<file path="src/rtl/assert_macros.svh">
// Assertion macros shared by the sketch RTL.
// Each macro expects clk and arst_n in the module that uses it.
`ifndef ASSERT_MACROS_SVH
`define ASSERT_MACROS_SVH

// Condition holds in the same cycle as the trigger.
`define HHDS_ASSERT_NOW(lbl, trig, cond) \
	lbl: assert property (@(posedge clk) disable iff (!arst_n) (trig) |-> (cond)) \
		else $error("sketch assertion failed");

// Condition holds in the cycle after the trigger.
`define HHDS_ASSERT_NEXT(lbl, trig, cond) \
	lbl: assert property (@(posedge clk) disable iff (!arst_n) (trig) |=> (cond)) \
		else $error("sketch assertion failed");

`endif

</file>
<file path="src/rtl/hhds_ram.sv">
// Generic simple dual-port RAM with registered read data.
// No dependencies.
module hhds_ram #(
	parameter int WIDTH = 8,
	parameter int DEPTH = 16
) (
	input  logic                     clk,
	input  logic                     we,
	input  logic [$clog2(DEPTH)-1:0] waddr,
	input  logic [WIDTH-1:0]         wdata,
	input  logic                     re,
	input  logic [$clog2(DEPTH)-1:0] raddr,
	output logic [WIDTH-1:0]         rdata
);
	logic [WIDTH-1:0] mem_q [DEPTH];

	always_ff @(posedge clk) begin
		if (we) begin
			mem_q[waddr] <= wdata;
		end
		if (re) begin
			rdata <= mem_q[raddr];
		end
	end
endmodule

</file>
<file path="config.mk">
export PLATFORM = sky130hd
export DESIGN_NAME = hhds_ram
export DESIGN_NICKNAME = d
export VERILOG_FILES = /design/src/rtl/assert_macros.svh /design/src/rtl/hhds_ram.sv
export SDC_FILE = /design/constraint.sdc
export NUM_CORES = 1
export LEC_CHECK = 0
export CAP_MARGIN = 5
export CORE_MARGIN = 2
export CORE_UTILIZATION = 61
export CTS_BUF_LIST = sky130_fd_sc_hd__clkbuf_4 sky130_fd_sc_hd__clkbuf_8
export DETAILED_ROUTE_END_ITERATION = 10
export DONT_BUFFER_PORTS = 1
export PLACE_DENSITY = 0.83
export SETUP_SLACK_MARGIN = 0.2
export SYNTH_ARGS = -nofsm -noshare
export SYNTH_HDL_FRONTEND = slang
export SYNTH_SLANG_ARGS = --single-unit
export TNS_END_PERCENT = 30
</file>
<file path="constraint.sdc">
create_clock -name clk -period 4.07 [get_ports clk]
set_input_delay 0.6105 -clock clk [delete_from_list [all_inputs] [get_ports clk]]
set_output_delay 0.6105 -clock clk [all_outputs]
set_load 0.01 [all_outputs]
</file>
==> results.yml <==
global_routing:
  via_count_of_the_first_global_routing_pass: 2378
  number_of_antenna_violations_at_the_first_check_in_global_routing: 0
  grt_pass1_wl_um: 14200
  grt.total_usage: 0.232
  grt-ovfl-total: 0
  grt_max_degree: 33
worst_setup_path:
  largest_delay_share_family_worst_path: "simple AND/OR/NAND/NOR gates"
  worst_reg2reg_path_endpoint: "rdata[4]"
  critical_path.slowest_cell: "sky130_fd_sc_hd__nor3_1"
  critPathBufInv: 0
  timing.critical_path.required_ns: 4.11
  cp_cell_sequence: "or3b_2 > nor3_1"
  critical_path_launch_point_type: "primary input"
  reg2reg_from: "mem_q[3][4]"
  reg2reg_slack_ns: 2.50
  critical_path.max_fanout: 8
  critical_path_arrival_ns: 1.96
  setup.worst_path.end_class: "flop"
  timing.reg2reg.worst_path_depth: 3
  critical-path-max-stage-delay_ns: 0.86
  path_class: "in -> reg"
timing:
  final.setup_skew_ns: 0.00723
  final.setup.worst_slack_ns: 2.15
  hold_viol: 0
  timing.final.crit_period_ns: 1.92
  max_clock_freq_mhz: 520
  maxSlewHeadroom: 0.187
  post-route-period-util: 0.472
  finalSetupViolCount: 0
  setup-tns-final_ns: 0
  grt_setup_unrepaired: "false"
  max_slew.worst_pin.slew_ns: 1.21
  final_max_slew_viol_count: 0
  finalHoldWorstSlack_ns: 0.273
cts:
  deepest_level_of_the_cts_h_tree: 4
  clk_pin_slew_ns: 0.07
  cts_inserted_buffers: 17
  post-cts-setup-buffer-count: 0
  cts_tree: "done"
  cts-hold-fix-buffers: 0
  clk_root_buffer_cell: "sky130_fd_sc_hd__clkbuf_8"
  cts_sinks: 136
  cts.repair.resized: 0
  clkLatencyLatePin_ns: 0.43
  cts_buffer_depth: 2
routing:
  vias_after_detailed_routing: 2349
  drt-total-wl_um: 9560
  detail_route.first_pass.iterations: 6
  antenna_left: 0
  drt_drc_violations_left: 0
  routed_wire_length_per_instance_um: 26.8
  vias_per_cell: 6.58
  drtIter0Drc: 303
floorplanning:
  die_height_um: 96.6
  initial_standard_cell_utilization_of_the_core: 0.633
  chipWidth_um: 96.6
  ios: 27
  die_area_mm2: 0.00933
  core.rowCount: 33
  fp.coreArea_mm2: 0.00826
placement:
  pre_cts_setup_slack_ns: 1.71
  buffer_ports.inserted: 0
  dp.final_hpwl_um: 5730
  dp.cells: 325
  finalWeightedCongestion: 0.897
  placedInstanceArea_mm2: 0.00528
cells_and_area:
  fillers: 493
  layout.cell_area.non_filler_mm2: 0.00572
  final_layout_size_suffix_gt1_frac: 0.198
  antenna_cells_inserted: 0
  area_delta_synth_final_pct: 9.43
  final_core_utilization: 0.693
  finish.net_count: 258
  final_cell_count_no_fill: 357
yosys:
  yosysSeqAreaShare: 0.781
  yosys.cell_types.count: 18
  post_synth_main_area_contributors: "sky130_fd_sc_hd__edfxtp_1 (78%), sky130_fd_sc_hd__mux4_2 (7.8%), sky130_fd_sc_hd__mux4_1 (7.0%)"
  mappedNetlistArea_mm2: 0.00523
  mappedNetlistNets: 248
  synth.yosys.warnings: 0
  yosys.area.top_type_share: 0.781
  per_instance_average_area_after_synthesis_um2: 22.8
  ffs_latches_synth: 136
  post_synth_inst_count: 229
  synth_top_cell_by_area: "sky130_fd_sc_hd__edfxtp_1"
flow_run:
  max_cap_violations: 0
pwr:
  power-per-cell-area_mw_per_mm2: 504
  ir_drop_mv: 0.299
  pwr-share-comb: 0.029
  sequential_fraction_of_design_power: 0.551
  power_switching_share: 0.188
  p_sw_mw: 0.543
  total_leakage_power_nw: 1.83
  power_frac_clock: 0.420
  cell_internal_pwr_mw: 2.34
  fin_total_pwr_mw: 2.89
outcome:
  status: "finished clean"
min_path:
  hold_start: "wdata[4]"
  whs_path_depth: 0
  min_delay_worst_endpoint: "mem_q[1][4]"
  min-delay-path-class: "in -> reg"
cell type report:
type	count	area (µm²)	share of cell area
Timing Repair Buffer	1	7.51	0.00131
Multi-Input combinational cell	83	1060	0.185
Tap cell	105	131	0.0230
Clock buffer	17	234	0.0409
Clock inverter	15	206	0.0361
Sequential cell	136	4080	0.714
power by group through the flow:
| stage | registers [mW] | clock network [mW] | logic, mW |
|---|---|---|---|
| floorplan | 1.62 | 0 | 0.0796 |
| global placement | 1.62 | 0 | 0.0800 |
| detailed placement | 1.62 | 0 | 0.0825 |
| CTS | 1.59 | 1.22 | 0.0834 |
| global route | 1.59 | 1.28 | 0.0890 |
| finish | 1.59 | 1.21 | 0.0828 |
kinds of logic after synthesis:
logic type	Yosys count	share of synthesized area
DFF	136	0.781
and+or+nand+nor	35	0.0314
muxes	32	0.148
AOI/OAI and AO/OA	16	0.0230
buffers and inverters	10	0.0165
registers in the layout, summed over array words and instances (netlist names):
register,flops
rdata,8
mem_q,128
cell usage after synthesis:
cell type                         number
sky130_fd_sc_hd__nand3_1               1
sky130_fd_sc_hd__edfxtp_1            136
sky130_fd_sc_hd__nand2_1               9
sky130_fd_sc_hd__nor2b_1               1
sky130_fd_sc_hd__clkdlybuf4s25_2       3
sky130_fd_sc_hd__or3b_2                1
sky130_fd_sc_hd__and2_1                1
sky130_fd_sc_hd__nand2b_1              2
sky130_fd_sc_hd__buf_2                 3
sky130_fd_sc_hd__nor3_1                4
sky130_fd_sc_hd__mux4_2               18
sky130_fd_sc_hd__nor2_1               13
sky130_fd_sc_hd__and2b_1               1
sky130_fd_sc_hd__mux4_1               14
sky130_fd_sc_hd__buf_6                 3
sky130_fd_sc_hd__nand3b_1              2
sky130_fd_sc_hd__buf_4                 1
sky130_fd_sc_hd__a22oi_1              16
layout by cell type, fill, tap and decap left out, drive strengths merged:
| cell | instances |
|---|---|
| a22oi | 16 |
| and2 | 1 |
| and2b | 1 |
| buf | 1 |
| bufinv | 5 |
| clkbuf | 17 |
| clkinv | 7 |
| clkinvlp | 2 |
| edfxtp | 136 |
| inv | 1 |
| mux4 | 32 |
| nand2 | 9 |
| nand2b | 2 |
| nand3 | 1 |
| nand3b | 2 |
| nor2 | 13 |
| nor2b | 1 |
| nor3 | 4 |
| or3b | 1 |
worst max-delay path by stage:
stage              from  slack, ns  cells after the start           to
2_1_floorplan  waddr[2]       1.97                      2  mem_q[0][0]
3_3_place_gp   waddr[2]       1.87                      2  mem_q[0][1]
3_5_place_dp   waddr[2]       1.71                      2  mem_q[0][3]
4_1_cts        waddr[2]       2.15                      2  mem_q[0][3]
5_1_grt        waddr[2]       2.02                      2  mem_q[0][3]
6_report       waddr[2]       2.15                      2  mem_q[0][3]
routing by layer:
layer  GRT usage  up-vias  share of wire
met1       0.306     1217           0.38
li1            -     1001              -
met4      0.0833        0         0.0083
met2       0.371      121           0.53
met3      0.0745       10          0.075
met5           0        -              0
Note: power is estimated with default switching activity, not from simulation.
