File: src/rtl/assert_macros.svh
// Assertion macros shared by the sketch RTL.
// Each macro expects clk and arst_n in the module that uses it.
`ifndef ASSERT_MACROS_SVH
`define ASSERT_MACROS_SVH

// Condition holds in the same cycle as the trigger.
`define HHDS_ASSERT_NOW(lbl, trig, cond) \
	lbl: assert property (@(posedge clk) disable iff (!arst_n) (trig) |-> (cond)) \
		else $error("sketch assertion failed");

// Condition holds in the cycle after the trigger.
`define HHDS_ASSERT_NEXT(lbl, trig, cond) \
	lbl: assert property (@(posedge clk) disable iff (!arst_n) (trig) |=> (cond)) \
		else $error("sketch assertion failed");

`endif

File: src/rtl/hhds_pkg.sv
// Types and constants of the decaying heavy hitter sketch.
// Used by the controller, the datapath and the top level.
package hhds_pkg;

	localparam int ROWS        = 4;
	localparam int BUCKETS_MAX = 1024;
	localparam int ROW_W       = 2;
	localparam int BKT_W       = 10;
	localparam int ADDR_W      = ROW_W + BKT_W;
	localparam int CELLS       = ROWS * BUCKETS_MAX;

	localparam logic [63:0] HH_MIX     = 64'hff51afd7ed558ccd;
	localparam logic [15:0] MIN_RECORD = 16'd2;
	localparam logic [10:0] NB_MAX     = 11'd1024;

	localparam logic OP_TOUCH = 1'b0;
	localparam logic OP_READ  = 1'b1;

	localparam logic [1:0] CFG_BUCKET_COUNT     = 2'd0;
	localparam logic [1:0] CFG_RECORD_THRESHOLD = 2'd1;
	localparam logic [1:0] CFG_INV_DECAY_BASE   = 2'd2;

	typedef struct packed {
		logic        operation;
		logic [63:0] key_hash;
		logic [31:0] key_tag;
		logic [15:0] rand_row0;
		logic [15:0] rand_row1;
		logic [15:0] rand_row2;
		logic [15:0] rand_row3;
		logic [1:0]  read_row;
		logic [9:0]  read_bucket;
	} in_t;

	typedef struct packed {
		logic [31:0] cell_count;
		logic [63:0] cell_fingerprint;
		logic [31:0] cell_key_tag;
		logic        tag_valid;
	} out_t;

	typedef struct packed {
		logic        tag_valid;
		logic [31:0] tag;
		logic [31:0] count;
		logic [63:0] fp;
	} cell_t;

	localparam int CELL_W = $bits(cell_t);

	typedef struct packed {
		logic clr_step;
		logic start;
		logic hash_step;
		logic rd_issue;
		logic decay_init;
		logic decay_step;
		logic commit;
		logic out_load;
	} cmd_t;

	typedef struct packed {
		logic clr_done;
		logic is_read;
		logic hash_done;
		logic mismatch;
		logic decay_done;
		logic last_row;
		logic out_busy;
	} sts_t;

endpackage

File: src/rtl/hhds_ctrl.sv
// Sequencer of the sketch: clearing pass, per-row hash, lookup, decay, update and output load.
// Depends on hhds_pkg for the command and status structs.
module hhds_ctrl (
	input  logic          clk,
	input  logic          arst_n,
	input  logic          in_valid,
	output logic          in_stall,
	input  hhds_pkg::sts_t sts,
	output hhds_pkg::cmd_t cmd
);
	import hhds_pkg::*;

	typedef enum logic [2:0] {
		S_CLEAR, S_IDLE, S_HASH, S_ISSUE, S_EVAL, S_DECAY, S_OUT
	} state_t;

	state_t state_q, state_d;

	assign in_stall = (state_q != S_IDLE);

	always_comb begin
		cmd     = '0;
		state_d = state_q;
		case (state_q)
			S_CLEAR: begin
				cmd.clr_step = 1'b1;
				if (sts.clr_done) state_d = S_IDLE;
			end
			S_IDLE: begin
				if (in_valid) begin
					cmd.start = 1'b1;
					state_d   = S_HASH;
				end
			end
			S_HASH: begin
				if (sts.is_read) begin
					state_d = S_ISSUE;
				end else begin
					cmd.hash_step = 1'b1;
					if (sts.hash_done) state_d = S_ISSUE;
				end
			end
			S_ISSUE: begin
				cmd.rd_issue = 1'b1;
				state_d      = S_EVAL;
			end
			S_EVAL: begin
				if (sts.is_read) begin
					state_d = S_OUT;
				end else if (sts.mismatch) begin
					cmd.decay_init = 1'b1;
					state_d        = S_DECAY;
				end else begin
					cmd.commit = 1'b1;
					state_d    = sts.last_row ? S_OUT : S_HASH;
				end
			end
			S_DECAY: begin
				if (sts.decay_done) begin
					cmd.commit = 1'b1;
					state_d    = sts.last_row ? S_OUT : S_HASH;
				end else begin
					cmd.decay_step = 1'b1;
				end
			end
			S_OUT: begin
				if (!sts.out_busy) begin
					cmd.out_load = 1'b1;
					state_d      = S_IDLE;
				end
			end
			default: state_d = S_IDLE;
		endcase
	end

	always_ff @(posedge clk or negedge arst_n) begin
		if (!arst_n) begin
			state_q <= S_CLEAR;
		end else begin
			state_q <= state_d;
		end
	end
endmodule

File: config.mk
export PLATFORM = sky130hd
export DESIGN_NAME = hhds_ctrl
export DESIGN_NICKNAME = d
export VERILOG_FILES = /design/src/rtl/assert_macros.svh /design/src/rtl/hhds_pkg.sv /design/src/rtl/hhds_ctrl.sv
export SDC_FILE = /design/constraint.sdc
export NUM_CORES = 1
export LEC_CHECK = 0
export ABC_CLOCK_PERIOD_IN_PS = 4570
export BUFFER_PORTS_ARGS = -buffer_cell sky130_fd_sc_hd__buf_2
export CAP_MARGIN = 20
export CORE_AREA = 2 2 39 41
export CTS_CLUSTER_SIZE = 14
export DETAILED_ROUTE_END_ITERATION = 10
export DIE_AREA = 0 0 41 43
export PLACE_DENSITY = 0.58
export SLEW_MARGIN = 15
export SYNTH_ARGS = -nofsm -noshare
export SYNTH_HDL_FRONTEND = slang
export SYNTH_SLANG_ARGS = --single-unit
File: constraint.sdc
create_clock -name clk -period 4.57 [get_ports clk]
set_clock_uncertainty 0.15 [all_clocks]
set_input_delay 0.914 -clock clk [delete_from_list [all_inputs] [get_ports clk]]
set_output_delay 0.914 -clock clk [all_outputs]
set_load 0.05 [all_outputs]
==> key figures <==
Clock tree
  – Clock slew at reported path FFs: 0.04 ns
  – Htree depth: 1
  – CTS Buffer Depth: 2
  – Num CTS Buffers: 3
  – Hold buffer count at cts: 0
  – TritonCTS clock tree: built
  – Clk_lat worst skew: ~0.23 ns
  – Clk sinks: 3
  – Root Driver: clkbuf_4
  – Setup Fix Bufs, Post-CTS: 0
  – Post-cts sizing count: 0

Timing
  – Setup Viol. Count Final: 0
  – Final hold violations: 0
  – Worst slew pin tran: 0.449 ns
  – TNS Setup: 0 ns
  – Fin crit period: 2.89 ns
  – Slew Viols, Final: 0
  – Hold_ws: 0.319 ns
  – Period utilization: a little over three fifths
  – Max transition margin: roughly 70%
  – Achievable frequency: around 350 MHz
  – RSZ-0062 raised after global routing: false

Yosys
  – Yosys warns: 0
  – Synthesized area per cell: 8.34 sq um
  – Synth cell types: 25
  – Syn Std Cell Area: approximately 330 sq um
  – Syn nets: between 40 and 50
  – Post-synthesis register bit count: 3
  – Seq/Total Area, Yosys: a little under a quarter
  – Syn Inst Count: 39

Final layout
  – Layout area overhead: 34.2%
  – # diodes: 0
  – Biggest regs: state_q: 3 flops
  – Top reg by flops: state_q
  – Share of layout cells above drive strength 1: a little under half
  – Max reg flops: 3
  – Commonest non-fill, non-tap cell in the layout: buf_2
  – Nets: 68
  – Final cell count without fillers: 73

Global route
  – Vias in the first global route: between 300 and 400
  – First-pass GRT wire length: 1.22 mm
  – GRT overflow: 0
  – Gr usage total: between 10% and 20%
  – Largest net degree at the start of global routing: 19
  – Initial antenna violation count: 0

Setup path
  – CP required: 3.51 ns
  – Setup CP Type: in -> out
  – R2R Path End: state_q[2]$_DFFE_PN0P_
  – Arrival @ worst endpoint: roughly 1.8 ns
  – Worst setup EP type: primary output
  – Reg-to-reg slack, setup: 2.61 ns
  – CP startpoint kind: primary input
  – CP Max Fanout: 4
  – FF-to-FF Start: state_q[2]$_DFFE_PN0P_
  – R2r worst-path depth: 4

Route
  – 1st-iter DRT viols: 4
  – Final WL: 748 um
  – Number of remaining DRC errors: 0
  – Via density: between 4 and 5
  – Vias: 346
  – Avg WL per Cell: roughly 10 um
  – TritonRoute pass-1 iters: 2
  – Final antenna-violating net count: 0

Placed design
  – Final Wtd Congestion: just under 0.7
  – I/O Buffers: 18
  – Dpl cells: approximately 70
  – Post-DP HPWL: about 600 um

Status
  – Outcome: finished clean

Flow run
  – Maxcap violations: 0

Floorplan
  – Core box area: approximately 1400 sq um
  – IO Count: 19
  – FP Rows: 14
  – Die Width: around 40 um
  – Starting Density: between 20% and 30%
  – DIE AREA: 1760 sq um
  – Die Span Y: about 43 um

Worst hold path
  – Worst hold path class: in -> async

Pwr
  – P_leak: ~0.22 nW
  – Peak supply drop: ~270 uV
  – Power Density: 761 nW/um^2
## through the flow
stage | area [sq um] | utilization (%) | total power, W | worst slack (ns)
3_5_place_dp | 410 | 29.7 | 0.000289 | 1.68
6_report | 437 | 31.6 | 0.000332 | 1.68
5_1_grt | 437 | 31.6 | 0.000364 | 1.66
2_1_floorplan | 325 | - | 0.000257 | 0.795
4_1_cts | 437 | 31.6 | 0.000337 | 1.68
3_3_place_gp | 410 | 29.7 | 0.000287 | 1.69
## where the power goes
| group | internal [W] | switching, W |
|---|---|---|
| sequential | 0.0000399 | 0.0000396 |
| clock | 0.0000327 | 0.0000131 |
| combinational | 0.0000757 | 0.000131 |
| total | 0.000148 | 0.000184 |
## routing by layer
layer  vias to the layer above  track usage, %  wire length, um
met5                         -               0                0
met4                         0            6.00                0
met3                         0            3.14               53
met2                        11            15.9              362
met1                       157            11.3              332
li1                        178               -                -
## critical path, stage by stage
cell and delay, ns:
buf_2 0.12, or4b_4 0.48, inv_1 0.06, buf_2 0.25
## synthesized netlist by cell type
master    number  area [sq um]
a211oi_1       1          7.51
buf_2          2          10.0
o21ba_1        1          10.0
nor3b_1        3          22.5
nor2_2         1          6.26
a21oi_1        2          10.0
nand2b_1       3          18.8
or4b_4         1          13.8
o211ai_2       1          12.5
dfrtp_1        3          75.1
o22ai_1        2          12.5
a211oi_2       1          12.5
clkbuf_1       1          3.75
or4_1          1          7.51
buf_6          1          11.3
nand2_1        1          3.75
and2b_1        1          7.51
nor4b_1        1          8.76
or2_2          1          6.26
inv_1          2          7.51
nor2_1         3          11.3
mux2_1         2          22.5
nor3_1         2          10.0
o21ai_0        1          5.00
nand4b_1       1          8.76
## logic make-up (layout without fill, tap and decap cells)
kind of cell | count (synthesis) | count (layout) | share of synthesized area [%]
muxes | 2 | 2 | 6.92
buffers and inverters | 6 | 24 | 10.0
AOI/OAI and AO/OA | 9 | 9 | 21.5
and+or+nand+nor | 19 | 19 | 38.5
DFF | 3 | 3 | 23.1
## area by class of cell
cell class / instances / area (sq um)
inverters: 2 / 7.51
fillers: 163 / 947
clock buffers: 4 / 26.3
multi-input cells: 30 / 218
flip-flops and latches: 3 / 75.1
well taps: 16 / 20.0
repair buffers: 18 / 90.1
## worst max path at each step
| stage | endpoint | start | slack, ns | cells past startpoint |
|---|---|---|---|---|
| after floorplan | cmd[3] | sts[5] | 0.80 | 2 |
| after global placement | cmd[5] | sts[5] | 1.69 | 4 |
| after detailed placement | cmd[5] | sts[5] | 1.68 | 4 |
| after CTS | cmd[5] | sts[5] | 1.68 | 4 |
| after global routing | cmd[5] | sts[5] | 1.66 | 4 |
| final | cmd[5] | sts[5] | 1.68 | 4 |
(Power assumes the default switching activity.)
