### src/rtl/assert_macros.svh
// Assertion macros shared by the sketch RTL.
// Each macro expects clk and arst_n in the module that uses it.
`ifndef ASSERT_MACROS_SVH
`define ASSERT_MACROS_SVH

// Condition holds in the same cycle as the trigger.
`define HHDS_ASSERT_NOW(lbl, trig, cond) \
	lbl: assert property (@(posedge clk) disable iff (!arst_n) (trig) |-> (cond)) \
		else $error("sketch assertion failed");

// Condition holds in the cycle after the trigger.
`define HHDS_ASSERT_NEXT(lbl, trig, cond) \
	lbl: assert property (@(posedge clk) disable iff (!arst_n) (trig) |=> (cond)) \
		else $error("sketch assertion failed");

`endif

### src/rtl/hhds_pkg.sv
// Types and constants of the decaying heavy hitter sketch.
// Used by the controller, the datapath and the top level.
package hhds_pkg;

	localparam int ROWS        = 4;
	localparam int BUCKETS_MAX = 1024;
	localparam int ROW_W       = 2;
	localparam int BKT_W       = 10;
	localparam int ADDR_W      = ROW_W + BKT_W;
	localparam int CELLS       = ROWS * BUCKETS_MAX;

	localparam logic [63:0] HH_MIX     = 64'hff51afd7ed558ccd;
	localparam logic [15:0] MIN_RECORD = 16'd2;
	localparam logic [10:0] NB_MAX     = 11'd1024;

	localparam logic OP_TOUCH = 1'b0;
	localparam logic OP_READ  = 1'b1;

	localparam logic [1:0] CFG_BUCKET_COUNT     = 2'd0;
	localparam logic [1:0] CFG_RECORD_THRESHOLD = 2'd1;
	localparam logic [1:0] CFG_INV_DECAY_BASE   = 2'd2;

	typedef struct packed {
		logic        operation;
		logic [63:0] key_hash;
		logic [31:0] key_tag;
		logic [15:0] rand_row0;
		logic [15:0] rand_row1;
		logic [15:0] rand_row2;
		logic [15:0] rand_row3;
		logic [1:0]  read_row;
		logic [9:0]  read_bucket;
	} in_t;

	typedef struct packed {
		logic [31:0] cell_count;
		logic [63:0] cell_fingerprint;
		logic [31:0] cell_key_tag;
		logic        tag_valid;
	} out_t;

	typedef struct packed {
		logic        tag_valid;
		logic [31:0] tag;
		logic [31:0] count;
		logic [63:0] fp;
	} cell_t;

	localparam int CELL_W = $bits(cell_t);

	typedef struct packed {
		logic clr_step;
		logic start;
		logic hash_step;
		logic rd_issue;
		logic decay_init;
		logic decay_step;
		logic commit;
		logic out_load;
	} cmd_t;

	typedef struct packed {
		logic clr_done;
		logic is_read;
		logic hash_done;
		logic mismatch;
		logic decay_done;
		logic last_row;
		logic out_busy;
	} sts_t;

endpackage

### src/rtl/hhds_dp.sv
// Datapath of the sketch: configuration, bit-serial modulo and multiply,
// decay threshold iteration, cell update and the output register. Uses hhds_pkg.
`include "assert_macros.svh"
module hhds_dp (
	input  logic                        clk,
	input  logic                        arst_n,
	input  hhds_pkg::in_t               in_data,
	output hhds_pkg::out_t              out_data,
	output logic                        out_valid,
	input  logic                        out_stall,
	input  logic                        cfg_valid,
	output logic                        cfg_ready,
	input  logic [1:0]                  cfg_index,
	input  logic [15:0]                 cfg_data,
	input  hhds_pkg::cmd_t              cmd,
	output hhds_pkg::sts_t              sts,
	output logic                        ram_we,
	output logic [hhds_pkg::ADDR_W-1:0] ram_waddr,
	output logic [hhds_pkg::CELL_W-1:0] ram_wdata,
	output logic                        ram_re,
	output logic [hhds_pkg::ADDR_W-1:0] ram_raddr,
	input  logic [hhds_pkg::CELL_W-1:0] ram_rdata
);
	import hhds_pkg::*;

	logic [10:0]       bucket_count_q;
	logic [15:0]       record_threshold_q;
	logic [15:0]       inv_decay_base_q;
	logic [10:0]       nb;
	logic [15:0]       thr;

	in_t               req_q;
	logic [63:0]       h_q;
	logic [63:0]       prod_q;
	logic [10:0]       rem_q;
	logic [5:0]        step_q;
	logic [ROW_W-1:0]  row_q;
	logic [ADDR_W-1:0] clr_q;
	logic [16:0]       t_q;
	logic [31:0]       iter_q;
	logic              have_q;
	logic [31:0]       best_q;
	logic [31:0]       best_tag_q;
	logic              best_valid_q;
	out_t              out_q;
	logic              out_valid_q;

	logic [11:0]       rem_sh;
	logic [11:0]       rem_sub;
	logic [63:0]       prod_add;
	logic [32:0]       t_prod;
	logic [15:0]       rnd;
	cell_t             cur;
	cell_t             upd;
	logic [31:0]       cnt_inc;
	logic              decays;

	assign cfg_ready = 1'b1;

	always_comb begin
		if (bucket_count_q == 11'd0) nb = 11'd1;
		else if (bucket_count_q > NB_MAX) nb = NB_MAX;
		else nb = bucket_count_q;
		thr = (record_threshold_q < MIN_RECORD) ? MIN_RECORD : record_threshold_q;
	end

	always_ff @(posedge clk or negedge arst_n) begin
		if (!arst_n) begin
			bucket_count_q     <= 11'd1024;
			record_threshold_q <= 16'd2;
			inv_decay_base_q   <= 16'd60681;
		end else if (cfg_valid) begin
			case (cfg_index)
				CFG_BUCKET_COUNT:     bucket_count_q     <= cfg_data[10:0];
				CFG_RECORD_THRESHOLD: record_threshold_q <= cfg_data;
				CFG_INV_DECAY_BASE:   inv_decay_base_q   <= cfg_data;
				default: ;
			endcase
		end
	end

	// One quotient bit of h mod nb and one partial product of h * mix per step.
	always_comb begin
		rem_sh   = {rem_q, h_q[~step_q]};
		rem_sub  = rem_sh - {1'b0, nb};
		prod_add = prod_q + (h_q[step_q] ? (HH_MIX << step_q) : 64'd0);
	end

	always_comb begin
		case (row_q)
			2'd0: rnd = req_q.rand_row0;
			2'd1: rnd = req_q.rand_row1;
			2'd2: rnd = req_q.rand_row2;
			default: rnd = req_q.rand_row3;
		endcase
		t_prod = t_q * {1'b0, inv_decay_base_q};
	end

	assign cur     = cell_t'(ram_rdata);
	assign cnt_inc = (cur.count == 32'hFFFF_FFFF) ? cur.count : cur.count + 32'd1;
	assign decays  = ({1'b0, rnd} < t_q);

	always_comb begin
		upd = cur;
		if (cur.count == 32'd0) begin
			upd = '{tag_valid: 1'b0, tag: 32'd0, count: 32'd1, fp: prod_q};
		end else if (cur.fp == prod_q) begin
			upd.count = cnt_inc;
			if (cnt_inc >= {16'd0, thr} && !cur.tag_valid) begin
				upd.tag       = req_q.key_tag;
				upd.tag_valid = 1'b1;
			end
		end else if (decays) begin
			if (cur.count == 32'd1) begin
				upd = '{tag_valid: 1'b0, tag: 32'd0, count: 32'd1, fp: prod_q};
			end else begin
				upd.count = cur.count - 32'd1;
			end
		end
	end

	always_comb begin
		sts            = '0;
		sts.clr_done   = (clr_q == {ADDR_W{1'b1}});
		sts.is_read    = (req_q.operation == OP_READ);
		sts.hash_done  = (step_q == 6'd63);
		sts.mismatch   = (cur.count != 32'd0) && (cur.fp != prod_q);
		sts.decay_done = (t_q <= {1'b0, rnd}) || (iter_q == cur.count);
		sts.last_row   = (row_q == ROW_W'(ROWS - 1));
		sts.out_busy   = out_valid_q && out_stall;
	end

	always_comb begin
		ram_we    = cmd.clr_step || cmd.commit;
		ram_waddr = cmd.clr_step ? clr_q : {row_q, rem_q[BKT_W-1:0]};
		ram_wdata = cmd.clr_step ? '0 : CELL_W'(upd);
		ram_re    = cmd.rd_issue;
		ram_raddr = sts.is_read ? {req_q.read_row, req_q.read_bucket}
		                        : {row_q, rem_q[BKT_W-1:0]};
	end

	always_ff @(posedge clk or negedge arst_n) begin
		if (!arst_n) begin
			clr_q <= '0;
		end else if (cmd.clr_step) begin
			clr_q <= clr_q + 1'b1;
		end
	end

	always_ff @(posedge clk) begin
		if (cmd.start) begin
			req_q  <= in_data;
			h_q    <= in_data.key_hash;
			prod_q <= '0;
			rem_q  <= '0;
			step_q <= '0;
			row_q  <= '0;
			have_q <= 1'b0;
			best_q <= '0;
			best_tag_q   <= '0;
			best_valid_q <= 1'b0;
		end
		if (cmd.hash_step) begin
			rem_q  <= (rem_sh >= {1'b0, nb}) ? rem_sub[10:0] : rem_sh[10:0];
			prod_q <= prod_add;
			step_q <= step_q + 6'd1;
		end
		if (cmd.decay_init) begin
			t_q    <= 17'h10000;
			iter_q <= '0;
		end
		if (cmd.decay_step) begin
			t_q    <= t_prod[32:16];
			iter_q <= iter_q + 32'd1;
		end
		if (cmd.commit) begin
			h_q    <= prod_q;
			prod_q <= '0;
			rem_q  <= '0;
			step_q <= '0;
			row_q  <= row_q + 1'b1;
			if (upd.fp == prod_q && upd.count != 32'd0 && (!have_q || upd.count > best_q)) begin
				have_q       <= 1'b1;
				best_q       <= upd.count;
				best_valid_q <= upd.tag_valid;
				best_tag_q   <= upd.tag_valid ? upd.tag : 32'd0;
			end
		end
		if (cmd.out_load) begin
			if (sts.is_read) begin
				out_q.cell_count       <= cur.count;
				out_q.cell_fingerprint <= cur.fp;
				out_q.cell_key_tag     <= cur.tag_valid ? cur.tag : 32'd0;
				out_q.tag_valid        <= cur.tag_valid;
			end else begin
				out_q.cell_count       <= best_q;
				out_q.cell_fingerprint <= '0;
				out_q.cell_key_tag     <= best_tag_q;
				out_q.tag_valid        <= best_valid_q;
			end
		end
	end

	always_ff @(posedge clk or negedge arst_n) begin
		if (!arst_n) begin
			out_valid_q <= 1'b0;
		end else if (cmd.out_load) begin
			out_valid_q <= 1'b1;
		end else if (!out_stall) begin
			out_valid_q <= 1'b0;
		end
	end

	assign out_valid = out_valid_q;
	assign out_data  = out_q;

	`HHDS_ASSERT_NEXT(a_rem_below_nb, cmd.hash_step, rem_q < nb)
	`HHDS_ASSERT_NEXT(a_decay_monotone, cmd.decay_step, t_q <= $past(t_q))
	`HHDS_ASSERT_NOW(a_load_only_free, cmd.out_load, !(out_valid_q && out_stall))
endmodule

### config.mk
export PLATFORM = sky130hd
export DESIGN_NAME = hhds_dp
export DESIGN_NICKNAME = d
export VERILOG_FILES = /design/src/rtl/hhds_pkg.sv /design/src/rtl/hhds_dp.sv
export VERILOG_INCLUDE_DIRS = /design/src /design/src/rtl
export SDC_FILE = /design/constraint.sdc
export NUM_CORES = 2
export LEC_CHECK = 0
export ABC_CLOCK_PERIOD_IN_PS = 8750
export BUFFER_PORTS_ARGS = -buffer_cell sky130_fd_sc_hd__buf_2
export CAP_MARGIN = 0
export CORE_ASPECT_RATIO = 2
export CORE_MARGIN = 5
export CORE_UTILIZATION = 50
export DETAILED_ROUTE_END_ITERATION = 16
export PLACE_DENSITY = 0.67
export SLEW_MARGIN = 10
export SYNTH_ARGS = -nofsm -noshare
export SYNTH_HDL_FRONTEND = slang
export SYNTH_SLANG_ARGS = --single-unit
### constraint.sdc
create_clock -name clk -period 8.75 [get_ports clk]
set_clock_uncertainty 0.1 [all_clocks]
set_input_delay 0.875 -clock clk [delete_from_list [all_inputs] [get_ports clk]]
set_output_delay 0.875 -clock clk [all_outputs]
set_load 0.01 [all_outputs]
==> flow_summary.json <==
{
  "status": "completed",
  "final_common_cell": "buf_2",
  "final_nets": 6024,
  "post-place-ws_ns": 0.379,
  "whs_ns": 0.257,
  "clk_path_buf_depth": 3,
  "finalNonFillerCells": 6442,
  "max_freq_mhz": 118,
  "synth_edf_count": 353,
  "clockRootBuffer": "clkbuf_16",
  "use_met1_pct": 39.2,
  "clkSlewWorstSetupHoldPaths_ns": 0.08,
  "power_density_nw_per_um2": 399,
  "ant_nets": 0,
  "finalHoldViolations": 0,
  "cts_resized": 0,
  "ys_seq_elements": 556,
  "clk_latency_ns": 0.69,
  "gp_congestion": 1.06,
  "cts_hold_buffers": 0,
  "avgSynthCellArea_um2": 9.25,
  "use_met2_pct": 63.1,
  "die_h_um": 429,
  "synth.distinct_cells": 91,
  "n_fill_cell": 7825,
  "antenna_found_initial": 20,
  "tightestPinTransition_ns": 1.20,
  "synth_nets": 5540,
  "dr.pass1.iters": 6,
  "dieArea_um2": 94100,
  "synth_warnings": 0,
  "power_switching_mw": 9.26,
  "min_period_ns": 8.50,
  "max_slew_margin_pct": 19.7,
  "cp-end-kind": "register",
  "wl_per_cell_um": 27.5,
  "synthArstFlopShare_pct": 10.1,
  "crit_path_max_incr_delay_ns": 0.83,
  "h-tree-depth": 2,
  "worstPathArrival_ns": 8.98,
  "grt_max_degree": 122,
  "totalNegativeSetupSlack_ns": 0,
  "area_growth_syn_to_layout_pct": 14.2,
  "internal-power_mw": 10.8,
  "vias": 39400,
  "cts_tree": "built",
  "fp-row-count": 153,
  "slew_viol_final": 0,
  "crit_path_max_fanout": 47,
  "synth_area_leaders": "edfxtp_1 24%, fa_1 9.5%, ha_1 7.3%",
  "cp_slowest_cell": "nor2_1",
  "grt_overflow": 0,
  "grt_pass1_wl_mm": 257,
  "p_total_mw": 20.0,
  "wl_mm": 177,
  "layout_setup_ws_ns": 0.254,
  "core_um2": 87100,
  "p_leak_nw": 22.0,
  "synth_largest_area_cell": "edfxtp_1",
  "seq_area_frac_synth_pct": 34.1,
  "cap_violations": 0,
  "dpl.cell_count": 6333,
  "drcViolationCount": 0,
  "cts_setup_buffers": 0,
  "pwr-share-clk_pct": 12.8,
  "register_area_um2": 15000,
  "grtUsageMet3_pct": 7.20,
  "rsz0062_at_grt": "no",
  "hold_path_class": "primary input to async pin",
  "crit_path_frequent_cell": "a21o_1",
  "initial_core_util_pct": 50.3,
  "layout_common_cells": "617 x buf_2, 595 x nand2_1, 373 x inv_1, 353 x edfxtp_1, 268 x a21oi_1",
  "netlist_instances": 4743,
  "yosys.area.top_type_share_pct": 24.2,
  "post-route-period-util_pct": 97.1,
  "grt_pass1_vias": 39900,
  "gr-usage-all-layers_pct": 36.7,
  "multi_input_area_um2": 26300,
  "comb_power_share_pct": 67.7,
  "via_per_inst": 6.11,
  "final-setup-viol-count": 0,
  "required_ns": 9.24,
  "io_buffers": 621,
  "dp_hpwl_mm": 140,
  "start_kind": "register",
  "dieWidth_um": 219,
  "syn_area_um2": 43900,
  "worstSetupPathType": "register to register",
  "seqPwrFrac_pct": 19.5,
  "irDropWorstVdd_mv": 1.06,
  "ys.flop_type": "edfxtp_1",
  "cts_buffers": 54,
  "post_route_cells_drive_above_1_share_pct": 20.3,
  "power.share.switching_pct": 46.3,
  "cts.sinks": 556,
  "busiest_layer": "met2",
  "io_pins": 625,
  "first_iter_violations": 3040
}
-- cell type report --
| cell class | count | area share, % |
|---|---|---|
| multi-input combinational | 3494 | 52.5 |
| inverter | 379 | 2.84 |
| sequential | 556 | 29.9 |
| clock inverter | 33 | 0.794 |
| timing repair buffer | 742 | 8.11 |
| tap | 1162 | 2.90 |
| antenna | 7 | 0.0350 |
| clock buffer | 69 | 2.97 |
-- flip-flops by register name (all words and copies together), names as in the netlist --
signal,flops
best_q,32
iter_q,32
req_q,108
out_data,129
row_q,2
prod_q,64
best_tag_q,32
bucket_count_q,11
rem_q,11
best_valid_q,1
clr_q,12
t_q,17
inv_decay_base_q,16
sts,1
step_q,6
record_threshold_q,16
out_valid,1
have_q,1
h_q,64
-- power groups by stage --
stage                     sequential (mW)  combinational (mW)  clock (mW)
after global routing                 3.91                15.3        2.71
after global placement               3.93                13.1           0
final                                3.90                13.6        2.56
after CTS                            3.88                13.6        2.61
after detailed placement             3.93                13.5           0
after floorplan                      3.57                9.98           0
-- cells by family after synthesis --
kind of cell               share of synthesized area [%]
DFF                                                 34.1
and+or+nand+nor                                     18.5
other                                            0.00855
buffers and inverters                               6.09
muxes                                               6.22
AOI/OAI and AO/OA                                   13.4
adders and majority gates                           16.8
xor gates and xnor gates                            4.79
-- worst max-delay path, delay by kind of cell, from the launching register on --
kind                       cells  cell delay, ns
DFF                            1            0.45
and+or+nand+nor                6            1.56
AOI/OAI and AO/OA             16            4.11
buffers and inverters          4            0.81
adders and majority gates      3            1.32
-- cells in the mapped netlist (43+ instances only) --
master    number
a21oi_1      269
dfxtp_1      147
nor3_1        59
a211oi_1      43
nor2b_1       68
nor3b_1       50
o21ai_0      259
nor4_1        48
a21o_1        79
dfrtp_1       46
nor2_1       262
mux2_2       139
edfxtp_1     353
nand4_1       73
xor2_1        72
nand2_1      595
inv_1        373
xnor2_1      168
fa_1         209
clkbuf_1     268
nand3_1      126
a22o_1        43
ha_1         256
and2_1       209
-- path summary, 6_finish.rpt --
check	cells after the start	slack [ns]	startpoint	end
max in group asynchronous	2	7.72	arst_n	clr_q[2]
min in group clk	1	0.26	in_data[36]	req_q[36]
setup reg to reg	29	0.25	row_q[0]	best_q[28]
hold reg to reg	2	0.36	rem_q[10]	rem_q[10]
setup / recovery	29	0.25	row_q[0]	best_q[28]
hold / removal	2	0.26	arst_n	inv_decay_base_q[7]
-- metal layers --
layer / wire (um) / up-vias / share of wire [%]
met5: 83 / - / 0.047
met4: 17600 / 14 / 9.9
met3: 13500 / 611 / 7.6
met2: 87000 / 1991 / 49
met1: 59200 / 19200 / 33
li1: - / 17500 / -
-- stage by stage --
step | utilization, % | area (um2)
finish | 57.5 | 50100
global route | 57.5 | 50100
CTS | 57.5 | 50100
detailed placement | 55.3 | 48200
global placement | 55.3 | 48200
floorplan | - | 43900
No activity file was read; power rests on OpenSTA's default activity.
